$ cat src/hdl/ple_pkg.sv
// Types and constants shared by the positional list engine.
// No dependencies; compile first.
package ple_pkg;

    // Operation selector codes
    localparam logic [2:0] FN_APPEND  = 3'd0;
    localparam logic [2:0] FN_INSERT  = 3'd1;
    localparam logic [2:0] FN_REM_AT  = 3'd2;
    localparam logic [2:0] FN_REM_VAL = 3'd3;
    localparam logic [2:0] FN_REPLACE = 3'd4;
    localparam logic [2:0] FN_FIND    = 3'd5;
    localparam logic [2:0] FN_READ    = 3'd6;

    typedef struct packed {
        logic [2:0]         func;
        logic signed [7:0]  position;
        logic signed [31:0] item_value;
    } in_beat_t;

    typedef struct packed {
        logic               ok;
        logic signed [31:0] out_value;
        logic [5:0]         out_index;
        logic [6:0]         count_after;
    } out_beat_t;

    typedef enum logic [2:0] {
        S_IDLE,
        S_EVAL,
        S_GETV,
        S_SCAN_RD,
        S_SCAN_CMP,
        S_SHIFT_RD,
        S_SHIFT_WR,
        S_DONE
    } state_t;

    typedef enum logic [1:0] {
        WA_COUNT,
        WA_P,
        WA_IDX
    } waddr_sel_t;

    typedef enum logic [1:0] {
        RA_P,
        RA_IDX,
        RA_IDX_M1,
        RA_IDX_P1
    } raddr_sel_t;

    typedef enum logic [1:0] {
        IDX_HOLD,
        IDX_COUNT,
        IDX_P,
        IDX_ZERO
    } idx_load_t;

    typedef struct packed {
        logic       latch;
        logic       clear_res;
        logic       we;
        waddr_sel_t waddr;
        logic       wd_rdata;
        raddr_sel_t raddr;
        idx_load_t  idx_ld;
        logic       idx_inc;
        logic       idx_dec;
        logic       count_inc;
        logic       count_dec;
        logic       set_ok;
        logic       cap_rval;
        logic       cap_sval;
        logic       cap_idx;
        logic       load_out;
    } cmd_t;

    typedef struct packed {
        logic [2:0] func;
        logic       room;
        logic       pos_le;
        logic       pos_lt;
        logic       idx_eq_p;
        logic       idx_last;
        logic       scan_end;
        logic       match;
        logic       out_free;
    } status_t;

endpackage

$ cat src/hdl/ple_in_if.sv
// Request channel of the positional list engine.
// Depends on ple_pkg.
interface ple_in_if;
    logic              valid;
    logic              ready;
    ple_pkg::in_beat_t data;

    modport source (output valid, output data, input ready);
    modport sink   (input valid, input data, output ready);
endinterface

$ cat src/hdl/ple_out_if.sv
// Response channel of the positional list engine.
// Depends on ple_pkg.
interface ple_out_if;
    logic               valid;
    logic               ready;
    ple_pkg::out_beat_t data;

    modport source (output valid, output data, input ready);
    modport sink   (input valid, input data, output ready);
endinterface

$ cat src/hdl/positional_list_engine_core.sv
// Top level of the positional list engine: sequencer plus datapath.
// Depends on ple_pkg, ple_in_if, ple_out_if, ple_ctrl, ple_dp.
//
// An ordered list of up to CAPACITY signed 32-bit values held in one
// single-write, single-read RAM. Each request beat gives exactly one response
// beat. The block takes one request at a time: append, replace and requests
// refused at evaluation go straight to the done state; read first fetches
// the value; find and remove by value examine each element with a RAM read
// state and a compare state; insert and remove at a position move each
// trailing element with one RAM read and one RAM write, as the RAM has a
// single, registered read port. A new request is accepted while the
// previous response still waits to be taken.
module positional_list_engine_core #(
    parameter int CAPACITY = 64
) (
    input logic     clk,
    input logic     rst_n,
    ple_in_if.sink  req,
    ple_out_if.source rsp
);
    import ple_pkg::*;

    cmd_t    cmd;
    status_t st;

    ple_ctrl u_ctrl (
        .clk      (clk),
        .rst_n    (rst_n),
        .in_valid (req.valid),
        .in_ready (req.ready),
        .st       (st),
        .cmd      (cmd)
    );

    ple_dp #(
        .CAPACITY (CAPACITY)
    ) u_dp (
        .clk       (clk),
        .rst_n     (rst_n),
        .in_data   (req.data),
        .cmd       (cmd),
        .st        (st),
        .out_valid (rsp.valid),
        .out_ready (rsp.ready),
        .out_data  (rsp.data)
    );
endmodule

$ cat src/hdl/ple_ram.sv
// Generic simple dual-port RAM: one write port, one registered read port.
// No dependencies.
module ple_ram #(
    parameter int WIDTH = 32,
    parameter int DEPTH = 64
) (
    input  logic                     clk,
    input  logic                     we,
    input  logic [$clog2(DEPTH)-1:0] waddr,
    input  logic [WIDTH-1:0]         wdata,
    input  logic [$clog2(DEPTH)-1:0] raddr,
    output logic [WIDTH-1:0]         rdata
);
    logic [WIDTH-1:0] mem [DEPTH];
    logic [WIDTH-1:0] rdata_reg;

    // Write port
    always_ff @(posedge clk)
    begin
        if (we)
        begin
            mem[waddr] <= wdata;
        end
    end

    // Registered read port
    always_ff @(posedge clk)
    begin
        rdata_reg <= mem[raddr];
    end

    assign rdata = rdata_reg;
endmodule

$ cat src/hdl/ple_ctrl.sv
// Sequencer of the positional list engine: steps each operation through
// evaluation, scan and shift phases. Depends on ple_pkg.
module ple_ctrl (
    input  logic             clk,
    input  logic             rst_n,
    input  logic             in_valid,
    output logic             in_ready,
    input  ple_pkg::status_t st,
    output ple_pkg::cmd_t    cmd
);
    import ple_pkg::*;

    state_t state_reg;
    state_t state_next;

    // Hold the state
    always_ff @(posedge clk or negedge rst_n)
    begin
        if (!rst_n)
        begin
            state_reg <= S_IDLE;
        end
        else
        begin
            state_reg <= state_next;
        end
    end

    // Decide the next state and issue commands
    always_comb
    begin
        state_next = state_reg;
        cmd        = '0;
        in_ready   = 1'b0;
        unique case (state_reg)
            S_IDLE:
            begin
                in_ready = 1'b1;
                if (in_valid)
                begin
                    cmd.latch  = 1'b1;
                    state_next = S_EVAL;
                end
            end
            S_EVAL:
            begin
                cmd.clear_res = 1'b1;
                state_next    = S_DONE;
                case (st.func) inside
                    FN_APPEND:
                    begin
                        if (st.room)
                        begin
                            cmd.we        = 1'b1;
                            cmd.waddr     = WA_COUNT;
                            cmd.count_inc = 1'b1;
                            cmd.set_ok    = 1'b1;
                        end
                    end
                    FN_INSERT:
                    begin
                        if (st.room && st.pos_le)
                        begin
                            cmd.idx_ld = IDX_COUNT;
                            cmd.set_ok = 1'b1;
                            state_next = S_SHIFT_RD;
                        end
                    end
                    FN_REM_AT, FN_READ:
                    begin
                        if (st.pos_lt)
                        begin
                            cmd.raddr  = RA_P;
                            cmd.idx_ld = IDX_P;
                            cmd.set_ok = 1'b1;
                            state_next = S_GETV;
                        end
                    end
                    FN_REM_VAL, FN_FIND:
                    begin
                        cmd.idx_ld = IDX_ZERO;
                        state_next = S_SCAN_RD;
                    end
                    FN_REPLACE:
                    begin
                        if (st.pos_lt)
                        begin
                            cmd.we     = 1'b1;
                            cmd.waddr  = WA_P;
                            cmd.set_ok = 1'b1;
                        end
                    end
                    default:
                    begin
                        state_next = S_DONE;
                    end
                endcase
            end
            S_GETV:
            begin
                cmd.cap_rval = 1'b1;
                state_next   = (st.func == FN_READ) ? S_DONE : S_SHIFT_RD;
            end
            S_SCAN_RD:
            begin
                if (st.scan_end)
                begin
                    state_next = S_DONE;
                end
                else
                begin
                    cmd.raddr  = RA_IDX;
                    state_next = S_SCAN_CMP;
                end
            end
            S_SCAN_CMP:
            begin
                if (st.match)
                begin
                    cmd.set_ok  = 1'b1;
                    cmd.cap_idx = 1'b1;
                    if (st.func == FN_REM_VAL)
                    begin
                        cmd.cap_sval = 1'b1;
                        state_next   = S_SHIFT_RD;
                    end
                    else
                    begin
                        state_next = S_DONE;
                    end
                end
                else
                begin
                    cmd.idx_inc = 1'b1;
                    state_next  = S_SCAN_RD;
                end
            end
            S_SHIFT_RD:
            begin
                if (st.func == FN_INSERT)
                begin
                    if (st.idx_eq_p)
                    begin
                        cmd.we        = 1'b1;
                        cmd.waddr     = WA_P;
                        cmd.count_inc = 1'b1;
                        state_next    = S_DONE;
                    end
                    else
                    begin
                        cmd.raddr  = RA_IDX_M1;
                        state_next = S_SHIFT_WR;
                    end
                end
                else
                begin
                    if (st.idx_last)
                    begin
                        cmd.count_dec = 1'b1;
                        state_next    = S_DONE;
                    end
                    else
                    begin
                        cmd.raddr  = RA_IDX_P1;
                        state_next = S_SHIFT_WR;
                    end
                end
            end
            S_SHIFT_WR:
            begin
                cmd.we       = 1'b1;
                cmd.waddr    = WA_IDX;
                cmd.wd_rdata = 1'b1;
                if (st.func == FN_INSERT)
                begin
                    cmd.idx_dec = 1'b1;
                end
                else
                begin
                    cmd.idx_inc = 1'b1;
                end
                state_next = S_SHIFT_RD;
            end
            S_DONE:
            begin
                if (st.out_free)
                begin
                    cmd.load_out = 1'b1;
                    state_next   = S_IDLE;
                end
            end
            default:
            begin
                state_next = S_IDLE;
            end
        endcase
    end
endmodule

$ cat src/hdl/ple_dp.sv
// Datapath of the positional list engine: element RAM, count, walking index,
// position resolution and the response register. Depends on ple_pkg, ple_ram.
module ple_dp #(
    parameter int CAPACITY = 64
) (
    input  logic               clk,
    input  logic               rst_n,
    input  ple_pkg::in_beat_t  in_data,
    input  ple_pkg::cmd_t      cmd,
    output ple_pkg::status_t   st,
    output logic               out_valid,
    input  logic               out_ready,
    output ple_pkg::out_beat_t out_data
);
    import ple_pkg::*;

    localparam int AW = $clog2(CAPACITY);
    localparam int CW = $clog2(CAPACITY + 1);
    localparam int SW = ((CW > 8) ? CW : 8) + 2;
    localparam int XW = (CW > 7) ? CW : 7;
    localparam logic [CW-1:0] CAP_C = CW'(CAPACITY);

    logic [2:0]        func_reg;
    logic signed [7:0] pos_reg;
    logic [31:0]       val_reg;
    logic [CW-1:0]     count_reg;
    logic [CW-1:0]     idx_reg;
    logic              ok_reg;
    logic [31:0]       oval_reg;
    logic [CW-1:0]     oidx_reg;
    logic              out_valid_reg;
    out_beat_t         out_reg;

    logic signed [SW-1:0] pos_s;
    logic signed [SW-1:0] cnt_s;
    logic signed [SW-1:0] res_s;
    logic                 res_ok;
    logic [AW-1:0]        p_idx;
    logic [CW-1:0]        idx_m1;
    logic [CW-1:0]        idx_p1;
    logic [CW:0]          idx_p1_w;
    logic                 we;
    logic [AW-1:0]        waddr;
    logic [31:0]          wdata;
    logic [AW-1:0]        raddr;
    logic [31:0]          rdata;
    logic [XW-1:0]        oidx_x;
    logic [XW-1:0]        cnt_x;

    // Resolve the signed position against the count
    always_comb
    begin
        pos_s  = SW'(pos_reg);
        cnt_s  = signed'({{(SW-CW){1'b0}}, count_reg});
        res_s  = (pos_s < 0) ? (pos_s + cnt_s) : pos_s;
        res_ok = (pos_s <= cnt_s) && (res_s >= 0);
    end

    assign p_idx    = res_s[AW-1:0];
    assign idx_m1   = idx_reg - 1'b1;
    assign idx_p1_w = {1'b0, idx_reg} + 1'b1;
    assign idx_p1   = idx_p1_w[CW-1:0];

    // Pack status for the sequencer
    always_comb
    begin
        st.func     = func_reg;
        st.room     = count_reg < CAP_C;
        st.pos_le   = res_ok && (res_s <= cnt_s);
        st.pos_lt   = res_ok && (res_s < cnt_s);
        st.idx_eq_p = idx_reg == CW'(p_idx);
        st.idx_last = idx_p1_w >= {1'b0, count_reg};
        st.scan_end = idx_reg >= count_reg;
        st.match    = rdata == val_reg;
        st.out_free = !out_valid_reg || out_ready;
    end

    // Select RAM addresses and write data
    always_comb
    begin
        we    = cmd.we;
        wdata = cmd.wd_rdata ? rdata : val_reg;
        case (cmd.waddr)
            WA_COUNT: waddr = count_reg[AW-1:0];
            WA_P:     waddr = p_idx;
            default:  waddr = idx_reg[AW-1:0];
        endcase
        case (cmd.raddr)
            RA_P:      raddr = p_idx;
            RA_IDX:    raddr = idx_reg[AW-1:0];
            RA_IDX_M1: raddr = idx_m1[AW-1:0];
            default:   raddr = idx_p1[AW-1:0];
        endcase
    end

    ple_ram #(
        .WIDTH (32),
        .DEPTH (CAPACITY)
    ) u_ram (
        .clk   (clk),
        .we    (we),
        .waddr (waddr),
        .wdata (wdata),
        .raddr (raddr),
        .rdata (rdata)
    );

    // Latch the request beat
    always_ff @(posedge clk)
    begin
        if (cmd.latch)
        begin
            func_reg <= in_data.func;
            pos_reg  <= in_data.position;
            val_reg  <= in_data.item_value;
        end
    end

    // Hold the element count
    always_ff @(posedge clk or negedge rst_n)
    begin
        if (!rst_n)
        begin
            count_reg <= '0;
        end
        else if (cmd.count_inc)
        begin
            count_reg <= count_reg + 1'b1;
        end
        else if (cmd.count_dec)
        begin
            count_reg <= count_reg - 1'b1;
        end
    end

    // Advance the walking index
    always_ff @(posedge clk)
    begin
        case (cmd.idx_ld)
            IDX_COUNT: idx_reg <= count_reg;
            IDX_P:     idx_reg <= CW'(p_idx);
            IDX_ZERO:  idx_reg <= '0;
            default:
            begin
                if (cmd.idx_inc)
                begin
                    idx_reg <= idx_p1;
                end
                else if (cmd.idx_dec)
                begin
                    idx_reg <= idx_m1;
                end
            end
        endcase
    end

    // Collect the result fields
    always_ff @(posedge clk)
    begin
        if (cmd.clear_res)
        begin
            ok_reg   <= cmd.set_ok;
            oval_reg <= '0;
            oidx_reg <= '0;
        end
        else
        begin
            if (cmd.set_ok)
            begin
                ok_reg <= 1'b1;
            end
            if (cmd.cap_rval)
            begin
                oval_reg <= rdata;
            end
            else if (cmd.cap_sval)
            begin
                oval_reg <= val_reg;
            end
            if (cmd.cap_idx)
            begin
                oidx_reg <= idx_reg;
            end
        end
    end

    assign oidx_x = XW'(oidx_reg);
    assign cnt_x  = XW'(count_reg);

    // Hold the response beat until taken
    always_ff @(posedge clk or negedge rst_n)
    begin
        if (!rst_n)
        begin
            out_valid_reg <= 1'b0;
        end
        else if (cmd.load_out)
        begin
            out_valid_reg <= 1'b1;
        end
        else if (out_ready)
        begin
            out_valid_reg <= 1'b0;
        end
    end

    always_ff @(posedge clk)
    begin
        if (cmd.load_out)
        begin
            out_reg.ok          <= ok_reg;
            out_reg.out_value   <= oval_reg;
            out_reg.out_index   <= oidx_x[5:0];
            out_reg.count_after <= cnt_x[6:0];
        end
    end

    assign out_valid = out_valid_reg;
    assign out_data  = out_reg;
endmodule
$ cat src/flat_wrapper.sv
// flat-port wrapper written by rule: the top's interface ports become plain ports
module positional_list_engine_core_flat import ple_pkg::*;
#(
    parameter int CAPACITY = 64
)
  (clk, rst_n, req_valid, req_data, req_ready, rsp_valid, rsp_data, rsp_ready);
  ple_in_if req_i ();
  ple_out_if rsp_i ();
  input logic clk;
  input logic rst_n;
  input wire logic [$bits(req_i.valid)-1:0] req_valid;
  input wire logic [$bits(req_i.data)-1:0] req_data;
  output wire logic [$bits(req_i.ready)-1:0] req_ready;
  output wire logic [$bits(rsp_i.valid)-1:0] rsp_valid;
  output wire logic [$bits(rsp_i.data)-1:0] rsp_data;
  input wire logic [$bits(rsp_i.ready)-1:0] rsp_ready;
  assign req_i.valid = req_valid;
  assign req_i.data = req_data;
  assign req_ready = req_i.ready;
  assign rsp_valid = rsp_i.valid;
  assign rsp_data = rsp_i.data;
  assign rsp_i.ready = rsp_ready;
  positional_list_engine_core #(.CAPACITY(CAPACITY)) u_core (.clk(clk), .rst_n(rst_n), .req(req_i), .rsp(rsp_i));
endmodule
$ cat config.mk
export PLATFORM = sky130hd
export DESIGN_NAME = positional_list_engine_core_flat
export DESIGN_NICKNAME = d
export VERILOG_FILES = /design/src/hdl/ple_pkg.sv /design/src/hdl/ple_in_if.sv /design/src/hdl/ple_out_if.sv /design/src/hdl/positional_list_engine_core.sv /design/src/hdl/ple_ram.sv /design/src/hdl/ple_ctrl.sv /design/src/hdl/ple_dp.sv /design/src/flat_wrapper.sv
export SDC_FILE = /design/constraint.sdc
export NUM_CORES = 2
export LEC_CHECK = 0
export BUFFER_PORTS_ARGS = -buffer_cell sky130_fd_sc_hd__buf_4
export CELL_PAD_IN_SITES_DETAIL_PLACEMENT = 1
export CELL_PAD_IN_SITES_GLOBAL_PLACEMENT = 1
export CORE_ASPECT_RATIO = 0.9
export CORE_MARGIN = 10
export CORE_UTILIZATION = 35
export DETAILED_ROUTE_END_ITERATION = 8
export GPL_ROUTABILITY_DRIVEN = 0
export GPL_TIMING_DRIVEN = 1
export PLACE_DENSITY = 0.63
export SLEW_MARGIN = 25
export SYNTH_ARGS = -nofsm -noshare
export SYNTH_HDL_FRONTEND = slang
export SYNTH_SLANG_ARGS = --single-unit
$ cat constraint.sdc
create_clock -name clk -period 7.5 [get_ports clk]
set_input_delay 0.375 -clock clk [delete_from_list [all_inputs] [get_ports clk]]
set_output_delay 0.375 -clock clk [all_outputs]
set_load 0.1 [all_outputs]
# After elaboration in Yosys (flattened, before gate mapping)
# Memory sizes are Yosys's and may differ from the RTL's. A register that Yosys moved wholly into a read port is not among the register bits.
# Index checks and enable logic that the tools add are counted.
[word_totals]
register_bits = 146
ramBits = 2048
input_bits = 47
mem_count = 1
[op_classes]
add_sub_neg = 5
order_cmp = 8
eq_ne = 23
muxes = 91
reduce_logical = 18
[mem_list]
columns = ["memory", "words", "width", "rd", "rd_ports_with_merged_regs", "wr", "line_no", "text"]
rows = [
  ["u_core.u_dp.u_ram.mem", 64, 32, 1, 1, 1, "ple_ram.sv:14", "logic [WIDTH-1:0] mem [DEPTH];"],
]
[ops]
columns = ["operator", "n"]
rows = [
  ["32-bit two-way mux", 3],
  ["3-bit two-way mux", 18],
  ["1-bit two-way mux", 38],
  ["2-bit two-way mux", 18],
  ["32-bit equality test", 1],
  ["7-bit two-way mux", 4],
  ["3-bit one-hot mux with 8 select lines", 1],
  ["3-bit equality test (second input constant)", 7],
  ["7-bit one-hot mux with 3 select lines", 1],
  ["6-bit one-hot mux with 3 select lines", 1],
  ["7-bit by 1-bit subtractor with 7-bit output (second input constant)", 2],
  ["3-bit by 2-bit equality test with 1-bit output (second input constant)", 4],
  ["6-bit one-hot mux with 2 select lines", 1],
  ["10-bit by 1-bit >= comparator with 1-bit output (second input constant)", 1],
  ["10-bit by 8-bit <= comparator with 1-bit output", 1],
  ["10-bit by 8-bit less-than comparator with 1-bit output", 1],
  ["10-bit two-way mux", 1],
  ["8-bit by 8-bit adder with 9-bit output", 1],
  ["3-bit one-hot mux with 3 select lines", 1],
  ["7-bit by 1-bit adder with 8-bit output (second input constant)", 1],
  ["8-bit by 7-bit >= comparator with 1-bit output", 1],
  ["8-bit <= comparator", 1],
  ["8-bit by 1-bit less-than comparator with 1-bit output (second input constant)", 1],
  ["2-bit nonzero test", 4],
  ["other kinds (19)", 32],
]

# Logic depth before layout (Yosys ltp)
[logic_depth]
ltp_word = 14
depth_mapped = 24
ltp_nobuf = 19

# Modules after synthesis
# Synthesis repeated with hierarchy kept, for this count alone.
[unflattened]
hier_cells = 4121
area_unflattened_um2 = 86797.0
[by_module_without_submodules]
columns = ["mod", "n_inst", "cells_per_inst", "area_each_um2", "seq_area_each_um2"]
rows = [
  ["ple_ram", 1, 3324, 78515.3, 62139.6],
  ["ple_dp", 1, 713, 7751.2, 3873.7],
  ["ple_ctrl", 1, 84, 530.5, 75.1],
]

# Worst setup path after synthesis
# OpenSTA, ideal clock, no wires.
[synth_path]
path_type = "register to register"
start = "register u_core.u_dp.count_reg[0], in the netlist u_core.u_dp.cnt_x[0]"
end = "memory u_core.u_dp.u_ram.mem[13][0], enable pin"
t_arrival_ns = 5.613
slack_ns = 1.466
path_stages_with_launch = 21
n_path_buf = 1
path_cell_list = "dfrtp_1 > ha_1 > fa_1 > nor2b_1 > o21ai_0 > a21oi_1 > o21bai_1 > and2_1 > xnor2_1 > a21oi_1 > ha_1 > nand3_1 > nor2_1 > o221ai_1 > nand4_1 > nor3_1 > nor3_1 > a221oi_1 > or3_1 > clkbuf_1 > nor2_1"
[synth_via]
elab_chain_cells = 14
word_cells_on_any_way = 24
cone_classes = "add/sub: 1; order compare: 4; eq/ne: 2; mux: 14; reduce/logical: 3"
[synth_rtl]
columns = ["item", "line_no", "text"]
rows = [
  ["start: declaration", "ple_dp.sv:26", "logic [CW-1:0] count_reg;"],
  ["start signal: assignment", "ple_dp.sv:128", "count_reg <= count_reg + 1'b1;"],
  ["start signal: assignment", "ple_dp.sv:132", "count_reg <= count_reg - 1'b1;"],
  ["8-bit by 8-bit adder with 9-bit output", "ple_dp.sv:55", "res_s = (pos_s < 0) ? (pos_s + cnt_s) : pos_s;"],
  ["10-bit two-way mux", "ple_dp.sv:55", ""],
  ["10-bit by 1-bit >= comparator with 1-bit output", "ple_dp.sv:56", "res_ok = (pos_s <= cnt_s) && (res_s >= 0);"],
  ["1-bit logical AND", "ple_dp.sv:56", ""],
  ["1-bit logical AND", "ple_dp.sv:70", "st.pos_lt = res_ok && (res_s < cnt_s);"],
  ["3-bit two-way mux", "ple_ctrl.sv:86", "if (st.pos_lt)"],
  ["3-bit two-way mux (5 in series)", "ple_ctrl.sv:49", "case (st.func) inside"],
  ["3-bit one-hot mux with 3 select lines", "ple_ctrl.sv:35", "unique case (state_reg)"],
  ["2-bit by 1-bit equality test with 1-bit output, or another cell as far along", "ple_dp.sv:83", "case (cmd.waddr)"],
  ["6-bit one-hot mux with 2 select lines / 1-bit two-way mux (equally long branches)", "ple_dp.sv:83, ple_ram.sv:22", ""],
  ["end: declaration", "ple_ram.sv:14", ""],
]
# Parallel ways exist; a longest one is shown, timed or not.

# Worst setup path in the final report
[layout_path]
start = "register u_core.u_dp.idx_reg[0]"
end = "register u_core.u_dp.u_ram.rdata_reg[22], in the netlist u_core.u_dp.u_ram.rdata[22], read port of u_core.u_dp.u_ram.mem"
[layout_via]
elab_chain_cells = 7
word_cells_on_any_way = 14
cone_classes = "add/sub: 2; order compare: 2; eq/ne: 3; mux: 6; reduce/logical: 1"
[layout_rtl]
columns = ["item", "line_no", "text"]
rows = [
  ["start: declaration", "ple_dp.sv:27", "logic [CW-1:0] idx_reg;"],
  ["start signal: assignment", "ple_dp.sv:140", "IDX_COUNT: idx_reg <= count_reg;"],
  ["start signal: assignment", "ple_dp.sv:141", "IDX_P: idx_reg <= CW'(p_idx);"],
  ["start signal: assignment", "ple_dp.sv:147", "idx_reg <= idx_p1;"],
  ["7-bit by 1-bit adder with 8-bit output", "ple_dp.sv:61", "assign idx_p1_w = {1'b0, idx_reg} + 1'b1;"],
  ["8-bit by 7-bit >= comparator with 1-bit output", "ple_dp.sv:72", "st.idx_last = idx_p1_w >= {1'b0, count_reg};"],
  ["2-bit two-way mux", "ple_ctrl.sv:157", "if (st.idx_last)"],
  ["2-bit two-way mux", "ple_ctrl.sv:140", "if (st.func == FN_INSERT)"],
  ["2-bit one-hot mux with 3 select lines", "ple_ctrl.sv:35", ""],
  ["2-bit equality test, or another cell as far along", "ple_dp.sv:88", "case (cmd.raddr)"],
  ["6-bit one-hot mux with 3 select lines (*)", "ple_dp.sv:88", ""],
  ["end: declaration", "ple_ram.sv:15", "logic [WIDTH-1:0] rdata_reg;"],
]
# Every way passes the cells marked *; elsewhere a longest branch is shown, timed or not.
# A chain may end at the register's enable or synchronous reset.

==> summary.txt <==
Timing
  • Period Utilization, post-route: 95.46%
  • WHS: 207.7 ps
  • Skew final: 80.56 ps
  • Tmin final: 7160 ps
  • Rel. slew slack: 27.78%
  • Final setup fails: 0
  • RSZ-0062 raised after global routing: false
  • Slew Limit Fails: 0
  • Slew @ Worst Pin: 1077 ps
  • Max Fclk: 139.7 MHz
  • Hold Vio Cnt, Final: 0

Cells and area
  • Largest register by flop count: u_core.u_dp.u_ram.mem
  • Design Area, Final: 101,700 um^2
  • Fin cells: 8,991
  • Synthesis-to-finish area growth: 15.76%
  • Fillers: 24,460
  • Layout cells sized above 1: 19.13%
  • Max reg flops: 2,048
  • Nets: 5,539
  • Util after Layout: 40.71%

Logic synthesis
  • Main area contributors after synthesis: edfxtp_1 (73%), mux4_2 (5.7%), nand2_1 (3.0%), mux2i_1 (2.5%), dfxtp_1 (1.6%)
  • Top cell type's share of synthesized area: 73.34%
  • Share of synthesized registers carrying an async set or reset: 0.4942%
  • Post-synth top area cell: edfxtp_1
  • Avg Cell Area, Syn: 17.12 um^2
  • Mapped Cells: 5,129
  • Yosys cell types: 86
  • Post-synthesis simple-gate area fraction: 6.368%
  • Synth Register Bits: 2,226
  • Post-synth EDFFs: 2,145
  • Synth Area in XOR/XNOR: 0.5784%
  • Synth warn: 0
  • Synth Area in Compound Gates: 5.330%
  • Top FF cell, synth: edfxtp_1
  • Post-Synth Adder-Cell Area: 0.6439%
  • Synth Cell Area: 87,830 um^2
  • Seq/Total Area, Yosys: 75.25%
  • Post-synthesis mux area share: 9.753%
  • Largest family of logic cells by synthesized area: multiplexers
  • Syn nets: 5,220

Global routing
  • GRT overflow: 0
  • Antenna violations before repair: 15
  • Global Route Usage Sum: 19.77%
  • First-pass GRT wire length: 391.9 mm
  • Vias in the first global route: 51,040
  • Pin count of the biggest net entering global routing: 129

Floorplanning
  • FP Rows: 174
  • Core Area: 249,700 um^2
  • Die area: 271,400 um^2
  • DIE HEIGHT: 495.2 um
  • IO Pins: 95
  • Initial Util: 35.17%
  • Chip Width: 548.0 um

Clock network
  • H-tree levels: 4
  • CTS tree: yes
  • Clock Path Buffers: 3
  • CTS clk-pin slew, worst paths: 60 ps
  • Sink Count: 2,226
  • Root Buffer: clkbuf_16
  • Inserted Clock Buffers: 226
  • Worst-skew pair later-pin latency: 910 ps

Placed design
  • Post-DP HPWL: 163.8 mm
  • IO buf count: 94
  • Dpl cells: 8,513
  • Dpl cell area: 93,890 um^2

Routing
  • Met2 wire length: 123.1 mm
  • # DRC: 0
  • Metal3 WL: 24.40 mm
  • M1 WL: 123.1 mm
  • Vias per inst: 5.632
  • Final WL: 277.0 mm
  • Vias: 50,630
  • Initial DRC count: 6,619
  • Pre-antenna DRT Iters: 5
  • Post-route ant nets: 0
  • Drt wl/cell: 30.81 um
  • Top layer in use: met5

Worst setup path
  • Type of element launching the critical path: register
  • Critical path arrival: 7850 ps
  • Critical Setup Path Class: reg2reg
  • CP endpoint kind: register
  • CP Max Fanout: 72
  • Required @ worst endpoint: 8190 ps

Outcome
  • Status: finished clean

Flow run
  • Max-cap violations: 0

Min path
  • Hold Path Class: in2reg
-- path summary, 6_finish.rpt --
| check | end | slack (ps) | cells past startpoint | from |
|---|---|---|---|---|
| worst max-delay path | u_core.u_dp.u_ram.rdata[22] | 340 | 18 | u_core.u_dp.idx_reg[0] |
| worst min-delay path | u_core.u_dp.val_reg[1] | 210 | 2 | req_data[1] |
| worst max register to register | u_core.u_dp.u_ram.rdata[22] | 340 | 18 | u_core.u_dp.idx_reg[0] |
| worst min register to register | u_core.u_dp.out_data[26] | 430 | 0 | u_core.u_dp.oval_reg[13] |
| max in group asynchronous | u_core.u_dp.cnt_x[5] | 6510 | 3 | rst_n |
| min in group asynchronous | u_core.u_ctrl.state_reg[2] | 580 | 3 | rst_n |
-- cells in the final DEF (no fill, tap or decap), types with 17 or more instances in the layout --
cell | Yosys | routed
edfxtp_1 | 2145 | 2145
nand2_1 | 697 | 697
buf_4 | 25 | 288
nand3_1 | 248 | 248
clkbuf_16 | 0 | 226
mux4_2 | 223 | 223
mux2i_1 | 222 | 222
a21oi_1 | 156 | 156
o22ai_1 | 99 | 99
nor2_1 | 161 | 85
a211oi_1 | 76 | 76
nor2_4 | 0 | 71
dfxtp_1 | 70 | 70
mux2_2 | 81 | 67
clkbuf_1 | 137 | 57
clkinv_1 | 1 | 56
dlygate4sd3_1 | 0 | 47
ha_1 | 42 | 42
xor2_1 | 41 | 41
o21ai_0 | 42 | 37
clkinv_2 | 0 | 37
buf_12 | 4 | 36
a22o_1 | 34 | 34
a22oi_1 | 34 | 34
a31oi_1 | 32 | 32
nor3_1 | 32 | 30
inv_1 | 29 | 29
a221oi_1 | 30 | 29
o221ai_1 | 27 | 27
or4_1 | 27 | 27
o2111ai_1 | 25 | 24
xnor2_1 | 17 | 17
a32oi_1 | 17 | 17
-- final cells by class --
class,count,area [um^2],share of cell area [%]
Sequential cell,2226,66090,65.00
Multi-Input combinational cell,2590,20650,20.32
Clock buffer,288,5938,5.841
Tap cell,3344,4184,4.115
Timing Repair Buffer,374,3397,3.341
Clock inverter,137,1289,1.268
Inverter,30,112.6,0.1108
Antenna cell,2,5.005,0.004923
-- timing repair --
item	in CTS	in global routing
hold buffers	47	0
gates resized for setup	0	2
hold endpoints to repair	56	0
buffers inserted	0	2
setup endpoints to repair	0	3
-- critical path, stage by stage (launching register included) --
cell	delay, ps
edfxtp_1	630
ha_1	290
nand3_1	170
xnor2_1	450
inv_1	90
ha_1	310
a21o_1	190
a21oi_1	190
o221a_2	250
nand2_1	220
and2_1	290
o21ai_0	450
o21a_4	450
buf_12	470
buf_4	580
mux4_2	310
o22ai_1	160
or4_1	700
nor3_2	670
-- synthesized netlist by cell type (27+ instances only) --
master    count
edfxtp_1   2145
nand2_1     697
nand3_1     248
mux4_2      223
mux2i_1     222
nor2_1      161
a21oi_1     156
clkbuf_1    137
o22ai_1      99
mux2_2       81
a211oi_1     76
dfxtp_1      70
buf_2        50
buf_6        43
ha_1         42
o21ai_0      42
xor2_1       41
a22o_1       34
a22oi_1      34
a31oi_1      32
nor3_1       32
a221oi_1     30
inv_1        29
o221ai_1     27
or4_1        27
-- routing by layer --
layer  vias up  GRT usage [%]
li1      20970              -
met1     27040          29.36
met2      2301          29.93
met3       318          3.987
met4         6          4.652
met5         -              0
-- metrics by stage --
stage | setup TNS (ps) | setup WS [ps]
global placement | -531.6 | -406.4
CTS | 0 | 196.6
finish | 0 | 340.3
detailed placement | 0 | 212.4
floorplan | 0 | 1466
global route | 0 | 144.6
-- kinds of logic after synthesis --
family,count (synthesis)
AO/OA/AOI/OAI,668
adder cells (fa/ha/maj),44
XOR/XNOR,58
AND/OR/NAND/NOR,1277
multiplexers,542
flip-flops,2226
buffers and inverters,314
Power is left out: the tool's default activity adds up to more than one toggle a clock period on the data nets, which glitch-free logic cannot reach.
